===== src/sv/egdbe_pkg.sv =====
`default_nettype none

package egdbe_pkg;

  localparam int KIND_W     = 2;
  localparam int VALUE_BITS = 64;
  localparam int RAW_W      = 7;
  localparam int S_DATA_W   = 72;
  localparam int BYTE_W     = 8;
  localparam int PEND_W     = 7;
  localparam int CNT_W      = 3;

  localparam logic [KIND_W-1:0] KIND_RAW   = 2'd0;
  localparam logic [KIND_W-1:0] KIND_GAMMA = 2'd1;
  localparam logic [KIND_W-1:0] KIND_DELTA = 2'd2;
  localparam logic [KIND_W-1:0] KIND_FLUSH = 2'd3;

  localparam logic [CNT_W-1:0] CNT_FULL = 3'd7;

endpackage

`default_nettype wire


===== src/sv/elias_gamma_delta_bit_encoder_unit.sv =====
// Channel  Direction  Word fields (low bit up)                       Marks
// s_axis   in         tdata: value[63:0], raw_width[70:64], pad[71]  tuser: kind[1:0]
// m_axis   out        tdata: out_byte[7:0]                           tlast: last, tuser: error
//
// One word is taken at a time; each code bit goes into the byte shifter in a cycle of its own.
// Raw words shift out their low raw_width bits from the top down; gamma and delta words first scan the
// value from the top bit down, one bit a cycle, to find its highest set bit, then shift out their code
// bits. Flush and error words go straight to the final step that puts out the held byte.
// Reset is synchronous and clears the held bits and both output slots.
// A stalled m_tready holds the shifter only when a second byte completes before the first left.
`default_nettype none

module elias_gamma_delta_bit_encoder_unit #(
  parameter int VALUE_WIDTH = 64
) (
  input  logic                          clk,
  input  logic                          rst,
  input  logic                          s_tvalid,
  output logic                          s_tready,
  // value [63:0], raw_width [70:64], pad [71]
  input  logic [egdbe_pkg::S_DATA_W-1:0] s_tdata,
  // kind [1:0]
  input  logic [egdbe_pkg::KIND_W-1:0]   s_tuser,
  output logic                          m_tvalid,
  input  logic                          m_tready,
  // out_byte [7:0]
  output logic [egdbe_pkg::BYTE_W-1:0]   m_tdata,
  output logic                          m_tlast,
  // error [0]
  output logic [0:0]                    m_tuser
);

  import egdbe_pkg::*;

  localparam int IW = $clog2(VALUE_WIDTH + 1);
  localparam int SW = $clog2(VALUE_WIDTH);
  localparam int LW = $clog2(IW + 1);
  localparam int HW = (IW > 1) ? $clog2(IW) : 1;

  localparam logic [2:0] S_IDLE = 3'd0;
  localparam logic [2:0] S_SCAN = 3'd1;
  localparam logic [2:0] S_ZERO = 3'd2;
  localparam logic [2:0] S_HDR  = 3'd3;
  localparam logic [2:0] S_BITS = 3'd4;
  localparam logic [2:0] S_FIN  = 3'd5;

  function automatic logic [LW-1:0] bit_len(input logic [IW-1:0] n);
    logic [LW-1:0] r;
    r = '0;
    for (int i = 0; i < IW; i++) begin
      if (n[i]) begin
        r = LW'(i + 1);
      end
    end
    return r;
  endfunction

  logic [2:0]             state;
  logic [KIND_W-1:0]      kind_r;
  logic [VALUE_WIDTH-1:0] src;
  logic [IW-1:0]          idx;
  logic [IW-1:0]          blen;
  logic [LW-1:0]          hlen;
  logic [PEND_W-1:0]      pend_bits;
  logic [CNT_W-1:0]       pend_cnt;
  logic                   hold_valid;
  logic [BYTE_W-1:0]      hold_byte;
  logic                   hold_err;
  logic                   out_valid;
  logic [BYTE_W-1:0]      out_byte;
  logic                   out_last;
  logic                   out_err;

  logic [VALUE_BITS-1:0]  in_value;
  logic [RAW_W-1:0]       in_rw;
  logic [VALUE_WIDTH-1:0] in_src;
  logic [IW-1:0]          rw_sat;
  logic [BYTE_W-1:0]      flush_byte;
  logic [SW-1:0]          src_sel;
  logic [HW-1:0]          blen_sel;
  logic [LW-1:0]          hl;
  logic                   out_free;
  logic                   emitting;
  logic                   byte_done;
  logic                   step;
  logic                   idx_last;
  logic                   bit_now;
  logic                   out_load;

  assign in_value   = s_tdata[VALUE_BITS-1:0];
  assign in_rw      = s_tdata[VALUE_BITS +: RAW_W];
  assign in_src     = in_value[VALUE_WIDTH-1:0];
  assign rw_sat     = (in_rw > RAW_W'(VALUE_WIDTH)) ? IW'(VALUE_WIDTH) : IW'(in_rw);
  assign flush_byte = BYTE_W'({pend_bits, 1'b0} << (CNT_FULL - pend_cnt));
  assign src_sel    = SW'(idx - IW'(1));
  assign blen_sel   = HW'(idx - IW'(1));
  assign hl         = bit_len(idx);
  assign idx_last   = (idx == IW'(1));
  assign out_free   = !out_valid || m_tready;
  assign emitting   = (state == S_ZERO) || (state == S_HDR) || (state == S_BITS);
  assign byte_done  = (pend_cnt == CNT_FULL);
  assign step       = emitting && (!byte_done || !hold_valid || out_free);
  assign out_load   = ((state == S_FIN) && hold_valid && out_free)
                      || (step && byte_done && hold_valid);

  always_comb begin
    unique case (state)
      S_HDR:   bit_now = blen[blen_sel];
      S_BITS:  bit_now = src[src_sel];
      default: bit_now = 1'b0;
    endcase
  end

  always_ff @(posedge clk) begin
    if (rst) begin
      state      <= S_IDLE;
      pend_bits  <= '0;
      pend_cnt   <= '0;
      hold_valid <= 1'b0;
      out_valid  <= 1'b0;
    end else begin
      if (out_valid && m_tready && !out_load) begin
        out_valid <= 1'b0;
      end

      unique case (state)
        S_IDLE: begin
          if (s_tvalid) begin
            kind_r <= s_tuser;
            src    <= in_src;
            unique case (s_tuser)
              KIND_RAW: begin
                idx   <= rw_sat;
                state <= (rw_sat == '0) ? S_FIN : S_BITS;
              end
              KIND_GAMMA, KIND_DELTA: begin
                if (in_src == '0) begin
                  hold_valid <= 1'b1;
                  hold_byte  <= '0;
                  hold_err   <= 1'b1;
                  state      <= S_FIN;
                end else begin
                  idx   <= IW'(VALUE_WIDTH);
                  state <= S_SCAN;
                end
              end
              KIND_FLUSH: begin
                if (pend_cnt != '0) begin
                  hold_valid <= 1'b1;
                  hold_byte  <= flush_byte;
                  hold_err   <= 1'b0;
                  pend_bits  <= '0;
                  pend_cnt   <= '0;
                end
                state <= S_FIN;
              end
            endcase
          end
        end
        S_SCAN: begin
          if (src[src_sel]) begin
            blen <= idx;
            hlen <= hl;
            if (kind_r == KIND_GAMMA) begin
              if (idx_last) begin
                state <= S_BITS;
              end else begin
                idx   <= idx - IW'(1);
                state <= S_ZERO;
              end
            end else begin
              if (hl == LW'(1)) begin
                idx   <= IW'(hl);
                state <= S_HDR;
              end else begin
                idx   <= IW'(hl) - IW'(1);
                state <= S_ZERO;
              end
            end
          end else begin
            idx <= idx - IW'(1);
          end
        end
        S_ZERO: begin
          if (step) begin
            if (idx_last) begin
              if (kind_r == KIND_GAMMA) begin
                idx   <= blen;
                state <= S_BITS;
              end else begin
                idx   <= IW'(hlen);
                state <= S_HDR;
              end
            end else begin
              idx <= idx - IW'(1);
            end
          end
        end
        S_HDR: begin
          if (step) begin
            if (idx_last) begin
              if (blen == IW'(1)) begin
                state <= S_FIN;
              end else begin
                idx   <= blen - IW'(1);
                state <= S_BITS;
              end
            end else begin
              idx <= idx - IW'(1);
            end
          end
        end
        S_BITS: begin
          if (step) begin
            if (idx_last) begin
              state <= S_FIN;
            end else begin
              idx <= idx - IW'(1);
            end
          end
        end
        S_FIN: begin
          if (!hold_valid) begin
            state <= S_IDLE;
          end else if (out_free) begin
            out_valid  <= 1'b1;
            out_byte   <= hold_byte;
            out_last   <= 1'b1;
            out_err    <= hold_err;
            hold_valid <= 1'b0;
            state      <= S_IDLE;
          end
        end
        default: begin
          state <= S_IDLE;
        end
      endcase

      if (step) begin
        if (byte_done) begin
          if (hold_valid) begin
            out_valid <= 1'b1;
            out_byte  <= hold_byte;
            out_last  <= 1'b0;
            out_err   <= hold_err;
          end
          hold_valid <= 1'b1;
          hold_byte  <= {pend_bits, bit_now};
          hold_err   <= 1'b0;
          pend_bits  <= '0;
          pend_cnt   <= '0;
        end else begin
          pend_bits <= {pend_bits[PEND_W-2:0], bit_now};
          pend_cnt  <= pend_cnt + CNT_W'(1);
        end
      end
    end
  end

  assign s_tready = (state == S_IDLE);
  assign m_tvalid = out_valid;
  assign m_tdata  = out_byte;
  assign m_tlast  = out_last;
  assign m_tuser  = out_err;

endmodule

`default_nettype wire


===== config.mk =====
export PLATFORM = sky130hd
export DESIGN_NAME = elias_gamma_delta_bit_encoder_unit
export DESIGN_NICKNAME = d
export VERILOG_FILES = /design/src/sv/egdbe_pkg.sv /design/src/sv/elias_gamma_delta_bit_encoder_unit.sv
export SDC_FILE = /design/constraint.sdc
export NUM_CORES = 1
export LEC_CHECK = 0
export ABC_AREA = 1
export BUFFER_PORTS_ARGS = -buffer_cell sky130_fd_sc_hd__buf_4
export CORE_MARGIN = 3
export CORE_UTILIZATION = 54
export CTS_BUF_LIST = sky130_fd_sc_hd__clkbuf_2
export DETAILED_ROUTE_END_ITERATION = 16
export PLACE_DENSITY_LB_ADDON = 0.3
export SLEW_MARGIN = 25
export SYNTH_ARGS = -nofsm -noshare
export SYNTH_HDL_FRONTEND = slang
export SYNTH_SLANG_ARGS = --single-unit

===== constraint.sdc =====
create_clock -name clk -period 6.3 [get_ports clk]
set_input_delay 0.945 -clock clk [delete_from_list [all_inputs] [get_ports clk]]
set_output_delay 0.945 -clock clk [all_outputs]
set_load 0.01 [all_outputs]

==> results.txt <==
----------------------------------------------------
[Setup path]
  Req. time, crit path ... 6.62 ns
  Startpoint kind of the worst setup timing path ... register
  Largest fanout on the critical path ... 42
  Worst path arrival time ... 4.20 ns
  Critical Setup Path Class ... register to register
  Crit path max-delay family ... buffers and inverters
  CP peak stage delay ... 0.52 ns
  Cell with the largest stage delay on the worst path ... sky130_fd_sc_hd__nor4_4
  Most frequent cell on the critical path ... sky130_fd_sc_hd__nand3_1
  Cell-by-cell trace of the critical path ... buf_4 > inv_2 > ha_1 > clkinv_1 > nor2_1 > o21ai_0 > nand3_1 > nand3_1 > nand3_1 > nand3_2 > nand2_4 > inv_4 > nor4_4
  Crit path launch ... idx[0]$_DFFE_PP_
  Startpoint of the lowest-slack register-to-register path ... idx[0]$_DFFE_PP_
  Worst path bufs/invs ... 4
  Kind of capture point of the worst setup path ... register

[Synthesis]
  Cell taking the most area after synthesis ... sky130_fd_sc_hd__edfxtp_1
  Library cells used by synthesis ... 44
  Net count after synthesis ... 860
  Share of Yosys cell area claimed by the top area cell type ... 0.472
  Most area-consuming cells after synthesis ... sky130_fd_sc_hd__edfxtp_1, sky130_fd_sc_hd__nand2_1, sky130_fd_sc_hd__nand3_1, sky130_fd_sc_hd__inv_1, sky130_fd_sc_hd__nor2_1
  Area of the mapped netlist ... 6490 um^2
  Sequential element share of the synthesized area ... 0.518
  Mean cell area of the mapped netlist ... 8.43 um^2
  Primary FF master, synth ... sky130_fd_sc_hd__edfxtp_1
  Count of warnings emitted by yosys ... 0
  Number of flops mapped to enable cells by yosys ... 102
  Number of cells produced by synthesis ... 770
  Post-synthesis async set-or-reset flop share ... 0
  Count of state elements after synthesis ... 117

[Layout]
  Antenna fix cells ... 0
  Final-stage net count ... 949
  Fill cell count ... 975
  Synth-to-Final Area Change ... 14.7%
  Leading cell types in the layout, fill and taps excluded ... sky130_fd_sc_hd__nand2_1, sky130_fd_sc_hd__edfxtp_1, sky130_fd_sc_hd__buf_4
  Fraction of layout instances using a drive strength above 1 ... 0.180
  Final std cell area, no fill ... 7440 um^2
  Area of the multi-input gates ... 2620 um^2
  Leading cell type in the layout, fill and taps excluded ... sky130_fd_sc_hd__nand2_1
  Footprint of the flip-flops and latches ... 3360 um^2

[Routing]
  Residual DRC count ... 0
  Count of antenna-violating nets left after detailed routing ... 0
  First drt pass iteration count ... 5
  Final routed wirelength across all metal layers ... 16.0 mm
  Via/cell ratio ... 5.62
  Post-DR wirelength/cell ... 15.8 um
  Starting DRT DRC Count ... 554
  Overall via count from detail_route ... 5701

[STA]
  Fmax ... 258 MHz
  Final hold violation count ... 0
  Layout Skew ... 0.0189 ns
  Aggregate negative setup slack ... 0 ns
  Worst slew margin relative to its limit ... 0.309
  Min Clock Period, post-route ... 3.88 ns
  Setup violators final ... 0
  Final period util ... 0.616
  Setup repair after global routing missed its margin ... false
  Worst slew pin tran ... 1.03 ns
  Final slew viol count ... 0

[Power]
  Seq pwr share ... 0.377
  Combinational group share of total power ... 0.479
  Clock share of power ... 0.143
  Leakage power ... 3.17 nW
  Switching portion of total power ... 0.453
  VDD IR-drop max ... 0.191 mV
  Sw power ... 1.30 mW
  Internal portion of total power ... 1.56 mW
  Power per cell area ... 384 nW/um^2

[Global routing]
  Global-route layer with the greatest usage ... met2
  Number of global-route vias before repair ... 5166
  Met3 usage in global routing ... 0.0616
  Global-route wire length before repair ... 25.0 mm
  Initial antenna violation count ... 0
  Met1 layer usage reported by global route ... 0.331
  Maximum number of pins on one net before global-route repair ... 67
  Global route overflow ... 0
  Overall track demand over capacity in global routing ... 0.243
  M2 GR Usage ... 0.369

[Floorplanning]
  Horizontal die dimension ... 116 um
  Number of rows created at floorplan ... 39
  Total core area ... 11600 um^2
  Top-Level Pins ... 90
  Die area ... 13400 um^2
  Die Y ... 116 um
  Initial Util ... 0.561

[Placement]
  Count of input and output buffers ... 88
  Post-placement cell area ... 7250 um^2
  Final GP Congestion ... 0.942
  Total half-perimeter wirelength after legalization and detailed placement ... 11.7 mm

[Run status]
  Run status ... completed

[Clock network]
  Number of setup buffers added after CTS ... 0
  Clock transition time at the flip-flop clock pins of the worst setup and hold paths ... 0.17 ns
  Cells resized by post-CTS repair ... 0
  Clock tree root buffer cell ... sky130_fd_sc_hd__clkbuf_2
  TritonCTS clock tree ... built
  Count of clock tree sinks ... 117
  Clock insertion delay at the later pin of the skew report ... 0.68 ns
  Buffer depth of the longest clock path ... 2
  H-tree levels ... 4
  Number of clock buffers inserted by TritonCTS ... 17
  Count of hold buffers inserted by post-cts repair ... 0

[Flow run]
  Max capacitance violation total ... 0

[Min path]
  Kind of path behind the tightest hold check ... input pin to register
  Worst min-delay path startpoint ... s_tdata[31]

----------------------------------------------------
registers in the layout, indices dropped and copies added (netlist names), named ones only:
name        cells
hold_err        1
blen            7
hlen            3
idx             7
pend_bits       7
hold_valid      1
pend_cnt        3
src            64
m_tvalid        1
m_tlast         1
hold_byte       8
kind_r          2
state           3
path summary, 6_finish.rpt:
path         slack [ns]  cells after the start                   endpoint
max                2.42                     13          blen[0]$_DFFE_PP_
min                0.44                      1          src[31]$_DFFE_PP_
max reg2reg        2.42                     13          blen[0]$_DFFE_PP_
min reg2reg        0.49                      2  pend_bits[4]$_SDFFE_PP0P_
kinds of logic (layout without fill, tap and decap cells):
logic type,count (synthesis),count (layout),synth area share
xor+xnor,5,5,0.00791
fa+ha+maj,12,12,0.0231
simple gates,387,387,0.261
flops,117,117,0.518
compound gates,122,122,0.110
buf+inv,127,228,0.0795
metal layers:
layer  part of all wire  wire [um]
met1               0.44       7080
met2               0.46       7370
met3              0.079       1260
met4              0.018        284
met5                  0          0
per-stage QoR:
| stage | total power, mW | hold WS [ns] | std cells | setup slack, ns | utilization |
|---|---|---|---|---|---|
| after floorplan | 2.09 | 0.451 | 770 | 0.182 | - |
| after global placement | 2.40 | 0.468 | 983 | 2.18 | 0.627 |
| after detailed placement | 2.44 | 0.473 | 983 | 2.12 | 0.627 |
| after CTS | 2.85 | 0.351 | 1014 | 2.09 | 0.643 |
| after global routing | 3.08 | 0.341 | 1014 | 2.08 | 0.643 |
| final | 2.86 | 0.438 | 1014 | 2.42 | 0.643 |
power by group through the flow:
stage | combinational (mW) | clock (mW) | sequential, mW
5_1_grt | 1.54 | 0.459 | 1.09
3_5_place_dp | 1.34 | 0 | 1.09
4_1_cts | 1.35 | 0.422 | 1.08
2_1_floorplan | 1.01 | 0 | 1.08
6_report | 1.37 | 0.410 | 1.08
3_3_place_gp | 1.31 | 0 | 1.09
Yosys cell counts, types with 2 or more instances:
cell type / number
sky130_fd_sc_hd__ha_1: 12
sky130_fd_sc_hd__buf_4: 5
sky130_fd_sc_hd__inv_4: 2
sky130_fd_sc_hd__nand3_2: 3
sky130_fd_sc_hd__buf_2: 6
sky130_fd_sc_hd__inv_2: 13
sky130_fd_sc_hd__nor2_4: 5
sky130_fd_sc_hd__nor2_2: 2
sky130_fd_sc_hd__nand3_1: 80
sky130_fd_sc_hd__nor2_1: 84
sky130_fd_sc_hd__a31oi_1: 6
sky130_fd_sc_hd__inv_1: 87
sky130_fd_sc_hd__or2_2: 2
sky130_fd_sc_hd__nand2_1: 182
sky130_fd_sc_hd__o211ai_1: 8
sky130_fd_sc_hd__nand4_1: 12
sky130_fd_sc_hd__clkbuf_1: 10
sky130_fd_sc_hd__dfxtp_1: 15
sky130_fd_sc_hd__a22oi_1: 2
sky130_fd_sc_hd__a21oi_1: 39
sky130_fd_sc_hd__a211oi_1: 2
sky130_fd_sc_hd__and2_1: 2
sky130_fd_sc_hd__o21ai_0: 44
sky130_fd_sc_hd__xor2_1: 4
sky130_fd_sc_hd__nand2_2: 5
sky130_fd_sc_hd__clkinv_1: 3
sky130_fd_sc_hd__edfxtp_1: 102
sky130_fd_sc_hd__nor3_1: 7
sky130_fd_sc_hd__a32oi_1: 9
sky130_fd_sc_hd__o21ai_1: 3
area by class of cell:
cell class	count	share of cell area
clock buffers	19	0.0128
clock inverters	12	0.0121
inverters	105	0.0536
multi-input cells	526	0.353
flip-flops and latches	117	0.452
well taps	143	0.0240
repair buffers	92	0.0928
(Power assumes the default switching activity.)
